[config.mk]
export PLATFORM = sky130hd
export DESIGN_NAME = coalescing_timeout_queue_top
export DESIGN_NICKNAME = d
export VERILOG_FILES = /design/src/hw/rtl/ctq_pkg.sv /design/src/hw/rtl/ctq_cell.sv /design/src/hw/rtl/coalescing_timeout_queue_top.sv
export SDC_FILE = /design/constraint.sdc
export NUM_CORES = 2
export LEC_CHECK = 0
export ABC_AREA = 0
export ABC_CLOCK_PERIOD_IN_PS = 11900
export BUFFER_PORTS_ARGS = -buffer_cell sky130_fd_sc_hd__clkbuf_2
export CAP_MARGIN = 20
export CORE_AREA = 2 2 310 312
export CTS_CLUSTER_DIAMETER = 150
export CTS_CLUSTER_SIZE = 8
export DETAILED_ROUTE_END_ITERATION = 16
export DIE_AREA = 0 0 312 314
export PLACE_DENSITY = 0.66
export SYNTH_ARGS = -nofsm -noshare
export SYNTH_HDL_FRONTEND = slang
export SYNTH_HIERARCHICAL = 1
export SYNTH_SLANG_ARGS = --single-unit
[constraint.sdc]
create_clock -name clock -period 11.9 [get_ports clock]
set_input_delay 1.785 -clock clock [delete_from_list [all_inputs] [get_ports clock]]
set_output_delay 1.785 -clock clock [all_outputs]
set_load 0.02 [all_outputs]
[src/hw/rtl/ctq_pkg.sv]
package ctq_pkg;

   // Default sizing of the table
   localparam int DEPTH_DEFAULT     = 16;
   localparam int KEY_WIDTH_DEFAULT = 32;

   // Fixed field widths of the ports
   localparam int FIELD_KEY_WIDTH = 32;
   localparam int COUNT_WIDTH     = 8;

   localparam logic [COUNT_WIDTH-1:0] TIMEOUT_RESET = 8'd5;

   // Request opcodes
   localparam logic OP_ENQUEUE = 1'b0;
   localparam logic OP_TICK    = 1'b1;

   // Response kinds
   localparam logic KIND_EXPIRED = 1'b0;
   localparam logic KIND_DROPPED = 1'b1;

   typedef struct packed {
      logic                       opcode;
      logic [FIELD_KEY_WIDTH-1:0] key;
   } ctq_req_type;

   typedef struct packed {
      logic                       kind;
      logic [FIELD_KEY_WIDTH-1:0] out_key;
      logic                       last;
   } ctq_rsp_type;

   // Broadcast command to every cell
   typedef struct packed {
      logic enq;    // enqueue or refresh
      logic tick;   // decrement all counters
      logic step;   // emit first expired entry and close the gap
      logic found;  // enqueue key already present somewhere
   } ctq_cmd_type;

   // Signals rippling from cell 0 towards the tail
   typedef struct packed {
      logic valid;  // left neighbour holds an entry
      logic shift;  // an expired entry lies at or before this point
      logic match;  // enqueue key matched at or before this point
      logic more;   // a further expired entry follows the first one
   } ctq_link_type;

   // Cell contents handed to the left neighbour when closing up
   typedef struct packed {
      logic                   valid;
      logic                   expired;
      logic [COUNT_WIDTH-1:0] count;
   } ctq_slot_type;

endpackage

[src/hw/rtl/ctq_cell.sv]
module ctq_cell #(
   parameter int KEY_WIDTH = ctq_pkg::KEY_WIDTH_DEFAULT
) (
   input  logic                              clock,
   input  logic                              reset,
   input  ctq_pkg::ctq_cmd_type              cmd,
   input  logic [KEY_WIDTH-1:0]              cmd_key,
   input  logic [ctq_pkg::COUNT_WIDTH-1:0]   timeout,
   input  ctq_pkg::ctq_link_type             link_in,
   output ctq_pkg::ctq_link_type             link_out,
   input  logic [KEY_WIDTH-1:0]              emit_key_in,
   output logic [KEY_WIDTH-1:0]              emit_key_out,
   input  ctq_pkg::ctq_slot_type             right_slot,
   input  logic [KEY_WIDTH-1:0]              right_key,
   output ctq_pkg::ctq_slot_type             own_slot,
   output logic [KEY_WIDTH-1:0]              own_key
);
   import ctq_pkg::*;

   logic                   valid_ff, valid_in;
   logic                   expired_ff, expired_in;
   logic [COUNT_WIDTH-1:0] count_ff, count_in;
   logic [KEY_WIDTH-1:0]   key_ff, key_in;

   logic hit;
   logic exp_here;

   assign hit      = valid_ff && (key_ff == cmd_key);
   assign exp_here = valid_ff && expired_ff;

   // Ripple links to the next cell
   always_comb begin
      link_out.valid = valid_ff;
      link_out.shift = link_in.shift | exp_here;
      link_out.match = link_in.match | hit;
      link_out.more  = link_in.more | (link_in.shift & exp_here);
   end

   // The first expired key is carried on unchanged past later cells
   assign emit_key_out = link_in.shift ? emit_key_in : key_ff;

   assign own_slot = '{valid: valid_ff, expired: expired_ff, count: count_ff};
   assign own_key  = key_ff;

   // Next state of the cell
   always_comb begin
      valid_in   = valid_ff;
      expired_in = expired_ff;
      count_in   = count_ff;
      key_in     = key_ff;
      if (cmd.enq) begin
         if (hit) begin
            count_in = timeout;
         end else if (!cmd.found && !valid_ff && link_in.valid) begin
            // first free cell takes the new key
            valid_in = 1'b1;
            key_in   = cmd_key;
            count_in = timeout;
         end
      end else if (cmd.tick) begin
         count_in   = count_ff - 1'b1;
         expired_in = (count_ff == COUNT_WIDTH'(1));
      end else if (cmd.step && link_out.shift) begin
         // close up behind the emitted entry
         valid_in   = right_slot.valid;
         expired_in = right_slot.expired;
         count_in   = right_slot.count;
         key_in     = right_key;
      end
   end

   always_ff @(posedge clock) begin
      if (reset) begin
         valid_ff <= 1'b0;
      end else begin
         valid_ff <= valid_in;
      end
   end

   always_ff @(posedge clock) begin
      expired_ff <= expired_in;
      count_ff   <= count_in;
      key_ff     <= key_in;
   end

endmodule

[src/hw/rtl/coalescing_timeout_queue_top.sv]
// Enqueue: one request per cycle while the response register is free; a drop
//   response for a full table appears in the cycle after the request.
// Tick: decrements every counter, then emits the expired keys in turn, each
//   when the response register is free (stalled under response back-pressure).
// Reset clears the entry valid flags, the sequencer and the response valid flag,
//   and sets the timeout to 5. Key, count and expired stores are not cleared.
module coalescing_timeout_queue_top #(
   parameter int DEPTH     = ctq_pkg::DEPTH_DEFAULT,
   parameter int KEY_WIDTH = ctq_pkg::KEY_WIDTH_DEFAULT
) (
   input  logic                                 clock,
   input  logic                                 reset,
   input  logic                                 req_valid,
   output logic                                 req_ready,
   input  ctq_pkg::ctq_req_type                 req_data,
   output logic                                 rsp_valid,
   input  logic                                 rsp_ready,
   output ctq_pkg::ctq_rsp_type                 rsp_data,
   input  logic                                 csr_valid,
   output logic                                 csr_ready,
   input  logic [ctq_pkg::COUNT_WIDTH-1:0]      csr_data
);
   import ctq_pkg::*;

   localparam logic ST_IDLE  = 1'b0;
   localparam logic ST_DRAIN = 1'b1;

   logic                   state_ff, state_in;
   logic [COUNT_WIDTH-1:0] timeout_ff, timeout_in;
   logic                   rsp_valid_ff, rsp_valid_in;
   ctq_rsp_type            rsp_ff, rsp_in;

   ctq_cmd_type            cmd;
   ctq_link_type           link   [DEPTH+1];
   logic [KEY_WIDTH-1:0]   emit   [DEPTH+1];
   ctq_slot_type           slot   [DEPTH+1];
   logic [KEY_WIDTH-1:0]   key_q  [DEPTH+1];

   logic                       out_free;
   logic                       accept;
   logic [KEY_WIDTH-1:0]       req_key_w;
   logic [KEY_WIDTH+FIELD_KEY_WIDTH-1:0] req_key_ext;
   logic [KEY_WIDTH+FIELD_KEY_WIDTH-1:0] emit_key_ext;
   logic [KEY_WIDTH+FIELD_KEY_WIDTH-1:0] drop_key_ext;

   // Key width conversion between ports and table
   assign req_key_ext  = {{KEY_WIDTH{1'b0}}, req_data.key};
   assign req_key_w    = req_key_ext[KEY_WIDTH-1:0];
   assign emit_key_ext = {{FIELD_KEY_WIDTH{1'b0}}, emit[DEPTH]};
   assign drop_key_ext = {{FIELD_KEY_WIDTH{1'b0}}, req_key_w};

   assign out_free  = !rsp_valid_ff || rsp_ready;
   assign req_ready = (state_ff == ST_IDLE) && out_free;
   assign accept    = req_valid && req_ready;
   assign csr_ready = 1'b1;
   assign rsp_valid = rsp_valid_ff;
   assign rsp_data  = rsp_ff;

   // Chain ends
   assign link[0] = '{valid: 1'b1, shift: 1'b0, match: 1'b0, more: 1'b0};
   assign emit[0] = '0;
   assign slot[DEPTH]  = '{valid: 1'b0, expired: 1'b0, count: '0};
   assign key_q[DEPTH] = '0;

   // Row of table cells
   for (genvar g = 0; g < DEPTH; g++) begin : g_cell
      ctq_cell #(.KEY_WIDTH(KEY_WIDTH)) u_cell (
         .clock        (clock),
         .reset        (reset),
         .cmd          (cmd),
         .cmd_key      (req_key_w),
         .timeout      (timeout_ff),
         .link_in      (link[g]),
         .link_out     (link[g+1]),
         .emit_key_in  (emit[g]),
         .emit_key_out (emit[g+1]),
         .right_slot   (slot[g+1]),
         .right_key    (key_q[g+1]),
         .own_slot     (slot[g]),
         .own_key      (key_q[g])
      );
   end

   // Sequencer and response register
   always_comb begin
      state_in     = state_ff;
      rsp_valid_in = rsp_valid_ff && !rsp_ready;
      rsp_in       = rsp_ff;
      cmd          = '{enq: 1'b0, tick: 1'b0, step: 1'b0, found: link[DEPTH].match};
      unique case (state_ff)
         ST_IDLE: begin
            if (accept) begin
               if (req_data.opcode == OP_TICK) begin
                  cmd.tick = 1'b1;
                  state_in = ST_DRAIN;
               end else begin
                  cmd.enq = 1'b1;
                  // table full and key absent: report the drop
                  if (!link[DEPTH].match && link[DEPTH].valid) begin
                     rsp_valid_in = 1'b1;
                     rsp_in = '{kind: KIND_DROPPED,
                                out_key: drop_key_ext[FIELD_KEY_WIDTH-1:0],
                                last: 1'b1};
                  end
               end
            end
         end
         ST_DRAIN: begin
            if (!link[DEPTH].shift) begin
               state_in = ST_IDLE;
            end else if (out_free) begin
               cmd.step     = 1'b1;
               rsp_valid_in = 1'b1;
               rsp_in = '{kind: KIND_EXPIRED,
                          out_key: emit_key_ext[FIELD_KEY_WIDTH-1:0],
                          last: !link[DEPTH].more};
               if (!link[DEPTH].more) begin
                  state_in = ST_IDLE;
               end
            end
         end
         default: begin
            state_in = ST_IDLE;
         end
      endcase
   end

   // Timeout register
   always_comb begin
      timeout_in = timeout_ff;
      if (csr_valid && csr_ready) begin
         timeout_in = csr_data;
      end
   end

   always_ff @(posedge clock) begin
      if (reset) begin
         state_ff     <= ST_IDLE;
         timeout_ff   <= TIMEOUT_RESET;
         rsp_valid_ff <= 1'b0;
      end else begin
         state_ff     <= state_in;
         timeout_ff   <= timeout_in;
         rsp_valid_ff <= rsp_valid_in;
      end
   end

   always_ff @(posedge clock) begin
      rsp_ff <= rsp_in;
   end

endmodule

==> metrics.md <==
| Metric | Value |
|---|---|
| Status | `complete, no violations` |
| Port bufs | `81` |
| DP Area | `0.0485 mm2` |
| Global placement routability congestion | `0.838` |
| Detailed-route wire length | `107,000 um` |
| Sw power | `1.73 mW` |
| # diodes | `0` |
| FILL cells | `8,048` |
| FP Rows | `113` |
| Largest net degree at the start of global routing | `238` |
| Starting Density | `49.9%` |
| Die X | `312 um` |
| Pleak | `16.9 nW` |
| Mean Syn Cell Area | `12.2 um2` |
| Via count | `28,600` |
| Maxcap violations | `0` |
| CTS Buf Count | `99` |
| Worst Hold Class | `flip-flop to flip-flop` |
| Post-CTS Setup Repair Bufs | `0` |
| Synth Cell Area | `0.0471 mm2` |
| Sw frac | `25.9%` |
| Max-slew violations | `0` |
| RSZ-0062 raised after global routing | `no` |
| Kind of critical path | `flip-flop to flip-flop` |
| Int Pwr | `4.94 mW` |
| Hold Violations, Final | `0` |
| Final ANT Viol Nets | `0` |
| CTS Root Buffer Type | `clkbuf_16` |
| Syn-to-layout area delta | `9.08%` |
| Fmax | `93.7 MHz` |
| Skew final | `0.0551 ns` |
| Hpwl dp | `76,300 um` |
| Num Clock Sinks | `716` |
| Pre-CTS setup slack | `1.28 ns` |
| Required time of the critical path | `12.20 ns` |
| Slew HR | `18.3%` |
| Final cell count without fillers | `5,233` |
| PostCTS Resize Cnt | `0` |
| Final Instance Area | `0.0514 mm2` |
| Hold buffers post-CTS | `0` |
| Register cell area after layout | `0.0212 mm2` |
| Vias in the first global route | `29,200` |
| Seq pwr share | `44.8%` |
| Gate power share | `15.9%` |
| Clock latency on the worst-skew pair | `0.68 ns` |
| Slowest Stage Delay on Critical Path | `0.76 ns` |
| Power per cell area | `130 mW/mm2` |
| Worst Path Arrival | `10.97 ns` |
| Crit path launch type | `flip-flop` |
| Final min period | `10.67 ns` |
| CTS tree | `done` |
| First-pass GRT wire length | `168,000 um` |
| DR pass1 iterations | `5` |
| Final setup violating endpoints | `0` |
| Crit end category | `flip-flop` |
| Initial antenna violation count | `3` |
| Final setup margin | `1.23 ns` |
| I/O pins | `83` |
| Clock share of power | `39.3%` |
| Crit path max-delay cell type | `a21o_2` |
| GRT Resource Usage Total | `21.5%` |
| TNS Setup | `0 ns` |
| DRT iter0 DRCs | `1,820` |
| CP Max Fanout | `38` |
| Slew @ Worst Pin | `1.22 ns` |
| Syn. warnings | `6` |
| Core Box Area | `0.0944 mm2` |
| Share of layout cells above drive strength 1 | `35.8%` |
| Most numerous cell on the critical path | `a21o_1` |
| Residual DRC | `0` |
| Clock-pin slew on the worst setup and hold paths | `0.05 ns` |
| Hold WS | `0.590 ns` |
| Nets | `4,007` |
| Cells after DPL | `5,091` |
| DR vias/cell | `5.47` |
| Multi-input logic area | `0.0244 mm2` |
| CTS H-tree depth | `3` |
| Clock Path Buffers | `3` |
| Post-Syn Instances | `3,852` |
| Routed WL per cell | `20.4 um` |
| Grt total ovfl | `0` |
| Die area | `0.0980 mm2` |
| Worst IR Drop VDD | `0.000114 V` |
| Die height | `314 um` |
| Final worst-path cycle share | `89.7%` |
[power by group through the flow]
stage	logic (mW)	clock network (mW)	registers, mW
2_1_floorplan	0.806	0	3.01
3_3_place_gp	1.04	0	3.03
3_5_place_dp	1.05	0	3.03
4_1_cts	1.06	2.68	2.98
5_1_grt	1.16	2.77	3.00
6_report	1.06	2.62	2.98
[cell type report]
cell class / instances / share of cell area, %
clock inverters: 8 / 0.448
flip-flops and latches: 716 / 41.3
multi-input cells: 2871 / 47.6
repair buffers: 143 / 1.77
clock buffers: 132 / 5.06
inverters: 98 / 0.731
well taps: 1265 / 3.08
[metal layers]
metal  wire length (um)  GRT usage (%)
met1              49300           29.3
met2              50200           35.9
met3               3790           2.35
met4               3420           7.27
met5                  0              0
[path summary, 6_finish.rpt]
kind                                startpoint                      endpoint  slack, ns  cells past startpoint
hold reg to reg   g_cell[2].u_cell/own_key[28]  g_cell[1].u_cell/own_key[28]       0.59                      1
setup / recovery     g_cell[0].u_cell/valid_ff   g_cell[1].u_cell/own_key[9]       1.23                     33
setup reg to reg     g_cell[0].u_cell/valid_ff   g_cell[1].u_cell/own_key[9]       1.23                     33
hold / removal    g_cell[2].u_cell/own_key[28]  g_cell[1].u_cell/own_key[28]       0.59                      1
[critical path, delay by kind of cell (launching register included)]
| family | cells | cell delay [ns] |
|---|---|---|
| buffers and inverters | 13 | 5.03 |
| flip-flops | 1 | 0.42 |
| AO/OA/AOI/OAI | 16 | 3.44 |
| AND/OR/NAND/NOR | 4 | 1.25 |
[cells in the final DEF, fill, tap and decap left out, types with 25 or more instances in the layout]
cell type,count
mux2_2,1026
edfxtp_1,690
xnor2_1,452
nand2_1,215
o21ai_0,147
xor2_1,115
nand4_1,111
clkbuf_16,99
inv_1,97
nor2_1,97
mux2i_1,86
clkbuf_2,81
conb_1,80
o21ai_1,77
nor3_1,77
buf_4,58
nor4_1,44
a21oi_1,33
clkbuf_1,33
ha_1,32
nand3_1,30
nand2b_1,27
dfxtp_1,25
[metrics by stage]
stage | power [mW] | util (%)
finish | 6.67 | 54.4
global route | 6.92 | 54.4
CTS | 6.72 | 54.4
detailed placement | 4.09 | 51.4
global placement | 4.07 | 51.4
floorplan | 3.82 | -
[flip-flops by register name, summed over array words and instances (netlist names)]
register / cells
g_cell.u_cell/own_key: 512
g_cell.u_cell/count_ff: 128
rsp_data: 34
g_cell.u_cell/expired_ff: 16
g_cell.u_cell/valid_ff: 16
timeout_ff: 8
rsp_valid: 1
state_ff: 1
Note: power is estimated with default switching activity, not from simulation.
